===== config.mk =====
export PLATFORM = sky130hd
export DESIGN_NAME = sfa_cell
export DESIGN_NICKNAME = d
export VERILOG_FILES = /design/src/hw/rtl/sfa_pkg.sv /design/src/hw/rtl/sfa_cell.sv
export SDC_FILE = /design/constraint.sdc
export NUM_CORES = 1
export LEC_CHECK = 0
export ABC_AREA = 0
export BUFFER_PORTS_ARGS = -buffer_cell sky130_fd_sc_hd__buf_2
export CAP_MARGIN = 30
export CELL_PAD_IN_SITES_DETAIL_PLACEMENT = 2
export CELL_PAD_IN_SITES_GLOBAL_PLACEMENT = 2
export CORE_UTILIZATION = 27
export DETAILED_ROUTE_END_ITERATION = 7
export GPL_TIMING_DRIVEN = 0
export PLACE_DENSITY_LB_ADDON = 0.1
export SETUP_SLACK_MARGIN = 0.15
export SYNTH_ARGS = -nofsm -noshare
export SYNTH_HDL_FRONTEND = slang
export SYNTH_SLANG_ARGS = --single-unit

===== constraint.sdc =====
create_clock -name clk -period 4.17 [get_ports clk]
set_input_delay 1.0425 -clock clk [delete_from_list [all_inputs] [get_ports clk]]
set_output_delay 1.0425 -clock clk [all_outputs]
set_load 0.01 [all_outputs]

===== src/hw/rtl/sfa_pkg.sv =====
package sfa_pkg;

  localparam int unsigned DefMaxSegments = 16;
  localparam int unsigned DefAddrBits = 16;
  localparam int unsigned IdBits = 5;
  localparam int unsigned SizeBits = 17;

  localparam logic [2:0] ST_OK = 3'd0;
  localparam logic [2:0] ST_NO_FIT = 3'd1;
  localparam logic [2:0] ST_NOT_FOUND = 3'd2;
  localparam logic [2:0] ST_TABLE_FULL = 3'd3;
  localparam logic [2:0] ST_ZERO_SIZE = 3'd4;

  localparam logic [1:0] POL_FIRST = 2'd0;
  localparam logic [1:0] POL_BEST = 2'd1;
  localparam logic [1:0] POL_WORST = 2'd2;

  localparam logic OP_ALLOC = 1'b0;
  localparam logic OP_FREE = 1'b1;

  localparam logic [0:0] REG_FIT_POLICY = 1'd0;
  localparam logic [0:0] REG_TOTAL_SIZE = 1'd1;

  typedef struct packed {
    logic        op;
    logic [16:0] request_size;
    logic [4:0]  release_id;
  } req_t;

  typedef struct packed {
    logic [2:0]  status;
    logic [4:0]  granted_id;
    logic [15:0] granted_address;
    logic [16:0] used_bytes;
    logic [16:0] free_bytes;
    logic [4:0]  free_fragments;
  } rsp_t;

  // Command broadcast from the sequencer to every cell.
  localparam logic [2:0] CMD_HOLD = 3'd0;
  localparam logic [2:0] CMD_INIT = 3'd1;
  localparam logic [2:0] CMD_SPLIT = 3'd2;   // grab at pick, insert remainder after it
  localparam logic [2:0] CMD_TAKE = 3'd3;    // exact fit: mark pick used
  localparam logic [2:0] CMD_RELEASE = 3'd4; // free owner id, renumber higher ids
  localparam logic [2:0] CMD_MERGE = 3'd5;   // fold entry pick+1 into pick, shift up
  localparam logic [2:0] CMD_ROTATE = 3'd6;  // circular shift toward index 0

  typedef struct packed {
    logic [2:0]  cmd;
    logic [7:0]  pick;
    logic [16:0] size;
    logic [4:0]  id;
  } cell_ctl_t;

endpackage


===== src/hw/rtl/sfa_cell.sv =====
module sfa_cell
  import sfa_pkg::*;
#(
  parameter int unsigned ADDR_BITS = DefAddrBits,
  parameter int unsigned IDX = 0
) (
  input  logic                 clk,
  input  logic                 rst,
  input  cell_ctl_t            ctl,
  input  logic [ADDR_BITS:0]   init_len,
  // neighbor below (index-1) and above (index+1)
  input  logic [ADDR_BITS-1:0] prev_start,
  input  logic [ADDR_BITS:0]   prev_len,
  input  logic                 prev_free,
  input  logic [4:0]           prev_owner,
  input  logic [ADDR_BITS-1:0] next_start,
  input  logic [ADDR_BITS:0]   next_len,
  input  logic                 next_free,
  input  logic [4:0]           next_owner,
  input  logic [ADDR_BITS-1:0] wrap_start,
  input  logic [ADDR_BITS:0]   wrap_len,
  input  logic                 wrap_free,
  input  logic [4:0]           wrap_owner,
  input  logic                 is_last,
  output logic [ADDR_BITS-1:0] seg_start,
  output logic [ADDR_BITS:0]   seg_len,
  output logic                 seg_free,
  output logic [4:0]           seg_owner
);

  logic [7:0] me;
  assign me = 8'(IDX);

  always_ff @(posedge clk) begin
    if (rst) begin
      seg_free <= (IDX == 0);
      seg_owner <= '0;
      seg_start <= '0;
      seg_len <= init_len;
    end else begin
      case (ctl.cmd)
        CMD_INIT: begin
          seg_free <= (IDX == 0);
          seg_owner <= '0;
          seg_start <= '0;
          seg_len <= init_len;
        end
        CMD_SPLIT: begin
          if (me == ctl.pick) begin
            seg_free <= 1'b0;
            seg_owner <= ctl.id;
            seg_len <= (ADDR_BITS+1)'(ctl.size);
          end else if (me == ctl.pick + 8'd1) begin
            seg_free <= 1'b1;
            seg_owner <= '0;
            seg_start <= prev_start + ADDR_BITS'(ctl.size);
            seg_len <= prev_len - (ADDR_BITS+1)'(ctl.size);
          end else if (me > ctl.pick + 8'd1) begin
            seg_start <= prev_start;
            seg_len <= prev_len;
            seg_free <= prev_free;
            seg_owner <= prev_owner;
          end
        end
        CMD_TAKE: begin
          if (me == ctl.pick) begin
            seg_free <= 1'b0;
            seg_owner <= ctl.id;
          end
        end
        CMD_RELEASE: begin
          if (!seg_free && seg_owner == ctl.id) begin
            seg_free <= 1'b1;
            seg_owner <= '0;
          end else if (!seg_free && seg_owner > ctl.id) begin
            seg_owner <= seg_owner - 5'd1;
          end
        end
        CMD_MERGE: begin
          if (me == ctl.pick) begin
            seg_len <= seg_len + next_len;
          end else if (me > ctl.pick) begin
            seg_start <= next_start;
            seg_len <= next_len;
            seg_free <= next_free;
            seg_owner <= next_owner;
          end
        end
        CMD_ROTATE: begin
          if (is_last) begin
            seg_start <= wrap_start;
            seg_len <= wrap_len;
            seg_free <= wrap_free;
            seg_owner <= wrap_owner;
          end else begin
            seg_start <= next_start;
            seg_len <= next_len;
            seg_free <= next_free;
            seg_owner <= next_owner;
          end
        end
        default: begin
        end
      endcase
    end
  end

endmodule


==> flow_summary.yaml, run 1 <==
floorplanning:
  pin_count: 209
  start_util_pct: 27.6
  core_um2: 18700
  die_area_um2: 19700
  fp-row-count: 50
  fp.dieH_um: 140
  fp.dieW_um: 140
synth:
  ys_warn_count: 0
  ys_seq_elements: 39
  ys.flop_type: "dfxtp_1"
  yosysSeqAreaShare_pct: 18.4
  synth.avg_cell_area_um2: 7.59
  async_flop_share_pct: 0
  yosys.area.top_type: "ha_1"
  syn-cell-area_um2: 5170
  synth-edff-count: 17
  synthCells: 681
  netlist.area_leader.share_pct: 12.8
  synth_nets: 907
  ys_top_cells_by_area: "ha_1, edfxtp_1, dfxtp_1"
  synth.distinct_cells: 67
setup_path:
  cp.required_ns: 4.21
  critPathKind: "input pin to flop"
  rrSetupSlack_ns: 1.20
  cp-start-kind: "input pin"
  critPathArrivalTime_ns: 3.66
  cp_max_fo: 4
  worstSetupEndpointType: "flop"
clock_tree:
  clkLatencyLatePin_ns: 0.31
  cts_made_buffers: 5
  root_buffer: "clkbuf_16"
  cts_hold_buf: 0
  clkSlewWorstSetupHoldPaths_ns: 0.07
  post_cts_buffers: 0
  cts_max_level: 2
  post_cts_resized: 0
  cts_buffer_depth: 2
  cts_tree: "built"
  cts.sinks: 39
sta:
  skew_ns: 0.00615
  fmax_mhz: 276
  rsz0062_at_grt: "no"
  period_share_pct: 86.8
  worst_slew_pin_slew_ns: 0.920
  layout_min_cycle_time_ns: 3.62
  setup-tns-final_ns: 0
  slew_headroom_pct: 38.5
  timing.final.hold_violations: 0
  slew_violations: 0
  setup_viol: 0
  holdWs_ns: 0.487
power:
  pwr-share-clk_pct: 25.6
  ir_drop_v: 0.000123
  p_sw_share_pct: 40.9
  p_switching_uw: 687
  p_leak_nw: 2.99
  combPwrFrac_pct: 47.3
  p_int_uw: 992
  seq_power_share_pct: 27.2
  p_per_area_nw_per_um2: 253
run:
  maxCapViolations: 0
routing:
  ant_nets: 0
  drt-vias-per-instance: 5.68
  routedWlPerCell_um: 22.3
  num_vias: 6419
  dr.pass1.iters: 7
  wl_mm: 25.3
  drt_iter0_markers: 265
  drcViolationCount: 0
place:
  place_hpwl_mm: 21.1
  gp_congestion: 0.847
  port_buffers: 206
layout:
  nets: 1120
  final_layout_size_suffix_gt1_share_pct: 27.4
  syn2layout_area_growth_pct: 28.6
grt:
  globalRouteOverflowTotal: 0
  antenna_found_initial: 6
  track_usage_pct: 25.7
  grt_pass1_vias: 6901
  grt_pass1_wl_mm: 38.9
  grt_max_degree: 18
worst_hold_path:
  hp-class: "flop to flop"
run_status:
  status: "finished clean"
[cells in the mapped netlist, types with 5 or more instances]
master	number
nor2_1	74
a222oi_1	15
nand2_1	58
a22o_1	5
a211oi_1	11
a31oi_1	15
inv_1	28
o21ai_0	52
nand2b_1	14
nor3_1	16
a21o_1	13
nand4_1	5
o21a_1	7
a221oi_1	14
o22ai_1	7
buf_2	7
o211ai_1	18
nand3_1	8
xor2_1	17
ha_1	53
edfxtp_1	17
nor2b_1	9
a21oi_1	61
clkbuf_1	22
a22oi_1	12
a21oi_2	5
dfxtp_1	22
o21bai_1	8
o21ai_1	5
xnor2_1	17
[routing by layer]
layer	up-vias	routed length, um	GRT usage (%)
met5	-	44	0
met4	8	328	5.96
met3	32	1100	4.27
met2	162	12500	46.2
met1	3179	11300	31.9
li1	3038	-	-
[through the flow]
step | cells | setup slack (ns) | cell area [um2] | utilization (%) | power (mW)
6_report | 1131 | 0.551 | 6640 | 35.5 | 1.68
5_1_grt | 1130 | 0.351 | 6640 | 35.5 | 1.78
4_1_cts | 1129 | 0.549 | 6640 | 35.5 | 1.69
3_5_place_dp | 1121 | 0.225 | 6490 | 34.7 | 1.26
3_3_place_gp | 1121 | 0.336 | 6490 | 34.7 | 1.21
2_1_floorplan | 681 | 0.808 | 5170 | - | 0.954
[registers in the layout, summed over array words and instances (netlist names)]
| register | cells |
|---|---|
| seg_owner | 5 |
| seg_free | 1 |
| seg_len | 17 |
| seg_start | 16 |
[cells by family (layout without fill, tap and decap cells)]
group | after synthesis | count (layout) | share of synthesized area, %
flip-flops | 39 | 39 | 18.4
adder cells (fa/ha/maj) | 56 | 56 | 14.0
AO/OA/AOI/OAI | 284 | 284 | 38.5
XOR/XNOR | 34 | 34 | 5.76
multiplexers | 5 | 5 | 1.02
other | 0 | 2 | 0
buffers and inverters | 59 | 273 | 4.46
AND/OR/NAND/NOR | 204 | 204 | 17.9
[power groups by stage]
| stage | Clock, mW | Combinational [mW] | Sequential [mW] |
|---|---|---|---|
| after floorplan | 0 | 0.481 | 0.473 |
| after global placement | 0 | 0.751 | 0.463 |
| final | 0.429 | 0.794 | 0.456 |
| after global routing | 0.451 | 0.873 | 0.460 |
| after detailed placement | 0 | 0.790 | 0.465 |
| after CTS | 0.439 | 0.796 | 0.456 |
[final timing paths]
check                                             endpoint                       start  depth (start not counted)
worst min register to register  seg_start[12]$_SDFFE_PP0P_  seg_start[12]$_SDFFE_PP0P_                          2
worst min-delay path            seg_start[12]$_SDFFE_PP0P_  seg_start[12]$_SDFFE_PP0P_                          2
worst max-delay path                 seg_len[13]$_DFFE_PP_                      ctl[6]                         12
worst max register to register       seg_len[16]$_DFFE_PP_        seg_len[0]$_DFFE_PP_                         11
[worst max-delay path: stages]
cell and delay, ns:
buf_2 0.16, inv_1 0.08, ha_1 0.29, nor2b_1 0.15, o31a_1 0.31, o211ai_2 0.24, a21oi_1 0.13, a21o_1 0.25
a2111oi_2 0.38, a21oi_1 0.07, o21ai_0 0.40, a31oi_1 0.15
[placed cells by master, fill, tap and decap left out, drive strengths merged, types with 3 or more instances in the layout]
| cell | Yosys | final |
|---|---|---|
| a22o | 5 | 5 |
| dfxtp | 22 | 22 |
| and3 | 4 | 4 |
| o221ai | 3 | 3 |
| or3 | 4 | 4 |
| a21oi | 66 | 66 |
| a211oi | 14 | 14 |
| or2 | 4 | 4 |
| ha | 53 | 53 |
| a31oi | 15 | 15 |
| a221o | 3 | 3 |
| a21o | 13 | 13 |
| o22ai | 7 | 7 |
| o21bai | 8 | 8 |
| o21ai | 59 | 59 |
| xnor2 | 17 | 17 |
| fa | 3 | 3 |
| o211ai | 22 | 22 |
| a2111oi | 3 | 3 |
| nor2b | 9 | 9 |
| o21a | 7 | 7 |
| nor3 | 16 | 16 |
| edfxtp | 17 | 17 |
| o31ai | 4 | 4 |
| nand4 | 5 | 5 |
| nand2 | 58 | 58 |
| nand3 | 8 | 8 |
| inv | 28 | 31 |
| a221oi | 14 | 14 |
| xor2 | 17 | 17 |
| buf | 8 | 214 |
| nand2b | 14 | 14 |
| clkbuf | 22 | 27 |
| a22oi | 12 | 12 |
| mux2i | 3 | 3 |
| a222oi | 15 | 15 |
| nor2 | 74 | 74 |
[area by class of cell]
class	instances	area [um2]
Fill cell	2277	12100
Multi-Input combinational cell	583	3990
Timing Repair Buffer	206	1030
Sequential cell	39	951
Tap cell	234	293
Clock buffer	5	125
Buffer	30	121
Inverter	29	109
Clock inverter	3	21.3
Antenna cell	2	5.00
Note: power is estimated with default switching activity, not from simulation.
==> run 2: changes to the inputs <==
--- a/config.mk
+++ b/config.mk
@@ -11,9 +11,11 @@
 export CELL_PAD_IN_SITES_DETAIL_PLACEMENT = 2
 export CELL_PAD_IN_SITES_GLOBAL_PLACEMENT = 2
 export CORE_UTILIZATION = 27
+export CTS_CLUSTER_DIAMETER = 50
 export DETAILED_ROUTE_END_ITERATION = 7
 export GPL_TIMING_DRIVEN = 0
 export PLACE_DENSITY_LB_ADDON = 0.1
+export RECOVER_POWER = 100
 export SETUP_SLACK_MARGIN = 0.15
 export SYNTH_ARGS = -nofsm -noshare
 export SYNTH_HDL_FRONTEND = slang
==> flow_summary.yaml, run 2 (same netlist as run 1, synthesis figures left out) <==
run_status:
  status: "finished clean"
place:
  gp_congestion: 0.847
  placed_area_um2: 6490
  port_buffers: 206
  place_hpwl_mm: 21.1
power:
  p_leak_nw: 2.81
  p_per_area_nw_per_um2: 254
  total_power_mw: 1.67
  ir_drop_v: 0.000122
routing:
  ant_nets: 0
  routedWlPerCell_um: 22.3
  drcViolationCount: 0
  dr.pass1.iters: 5
  drt-vias-per-instance: 5.64
  num_vias: 6382
  drt_iter0_markers: 289
  wl_mm: 25.2
layout:
  final_layout_size_suffix_gt1_share_pct: 21.2
  final_cell_mix: "buf_2, clkbuf_1, nor2_1"
  largest_register_ffs: 17
  top_regs: "seg_len x17, seg_start x16, seg_owner x5"
  mostFrequentLayoutCell: "buf_2"
  nFillCells: 2309
  nets: 1120
  syn2layout_area_growth_pct: 27.0
  final_cell_area_um2: 6560
  top_register: "seg_len"
clock_tree:
  post_cts_buffers: 0
  cts_max_level: 2
  cts_hold_buf: 0
  clkLatencyLatePin_ns: 0.31
  cts_buffer_depth: 2
  post_cts_resized: 0
  cts.sinks: 39
  root_buffer: "clkbuf_16"
  cts_made_buffers: 5
  clkSlewWorstSetupHoldPaths_ns: 0.07
  cts_tree: "built"
setup_path:
  critPathArrivalTime_ns: 3.94
  max_stage_delay_ns: 0.51
  crit_chain: "clkbuf_1, ha_1, fa_1, nand2b_1, a21oi_1, o21ai_2, o31ai_1, a21oi_1, xor2_1, o211ai_1, o211ai_1, a31oi_1"
  cp.required_ns: 4.33
  cp_max_fo: 3
  cp-start-kind: "input pin"
  critPathKind: "input pin to flop"
  cpMaxStageDelayCell: "o31ai_1"
  worstSetupEndpointType: "flop"
grt:
  globalRouteOverflowTotal: 0
  grt_max_degree: 18
  antenna_found_initial: 6
  grt_pass1_wl_mm: 38.9
  grt_pass1_vias: 6901
  track_usage_pct: 25.7
floorplanning:
  core_um2: 18700
  fp-row-count: 50
  start_util_pct: 27.6
  fp.dieW_um: 140
  die_area_um2: 19700
  pin_count: 209
  fp.dieH_um: 140
sta:
  slew_headroom_pct: 22.6
  skew_ns: 0.00576
  period_share_pct: 90.7
  worst_slew_pin_slew_ns: 1.15
  setup_viol: 0
  timing.final.hold_violations: 0
  slew_violations: 0
  layout_min_cycle_time_ns: 3.78
  fmax_mhz: 264
  setup-tns-final_ns: 0
  rsz0062_at_grt: "no"
worst_hold_path:
  hp-class: "flop to flop"
run:
  maxCapViolations: 0
==> run 2: cell types whose count changed in the layout (fill, tap and decap cells not counted), sizes merged <==
cell	before	now
buf	214	162
clkbuf	27	79
==> run 2: worst paths after layout <==
kind                         startpoint                    endpoint  slack, ns  depth (start not counted)
min          seg_start[12]$_SDFFE_PP0P_  seg_start[12]$_SDFFE_PP0P_       0.49                          2
max reg2reg   seg_owner[3]$_SDFFE_PP0P_   seg_owner[1]$_SDFFE_PP0P_       1.10                          8
min reg2reg  seg_start[12]$_SDFFE_PP0P_  seg_start[12]$_SDFFE_PP0P_       0.49                          2
max                              ctl[5]       seg_len[12]$_DFFE_PP_       0.39                         12
==> run 2: where the power goes <==
group / internal (mW) / switching, mW / leakage, nW
logic: 0.323 / 0.459 / 2.39
clock network: 0.226 / 0.203 / 0.0751
registers: 0.434 / 0.0237 / 0.348
==> run 2: cell type report <==
type	instances	area (um2)	share of cell area [%]
Clock buffer	5	125	1.91
Sequential cell	39	951	14.5
Tap cell	234	293	4.46
Inverter	29	109	1.66
Multi-Input combinational cell	583	3970	60.5
Buffer	30	115	1.75
Timing Repair Buffer	206	973	14.8
Antenna cell	2	5.00	0.0763
Clock inverter	3	21.3	0.324
==> run 2: worst max-delay path, delay by kind of cell <==
family / cells / cell delay [ns]
adders and majority gates: 2 / 0.67
AOI/OAI and AO/OA: 7 / 1.73
buffers and inverters: 1 / 0.13
and+or+nand+nor: 1 / 0.19
xor gates and xnor gates: 1 / 0.17
==> run 2: metal layers <==
layer	GRT usage (%)	up-vias	wire, um
met5	0	-	44
met4	5.96	8	316
met3	4.27	28	1070
met2	46.2	149	12500
met1	31.9	3161	11300
li1	-	3036	-
==> run 2: metrics by stage <==
| step | hold slack (ns) | std cells | util, % | worst slack, ns |
|---|---|---|---|---|
| detailed placement | 0.468 | 1121 | 34.7 | 0.225 |
| floorplan | 0.511 | 681 | - | 0.808 |
| finish | 0.491 | 1131 | 35.1 | 0.388 |
| global route | 0.528 | 1130 | 35.1 | 0.199 |
| global placement | 0.455 | 1121 | 34.7 | 0.336 |
| CTS | 0.487 | 1129 | 35.5 | 0.549 |
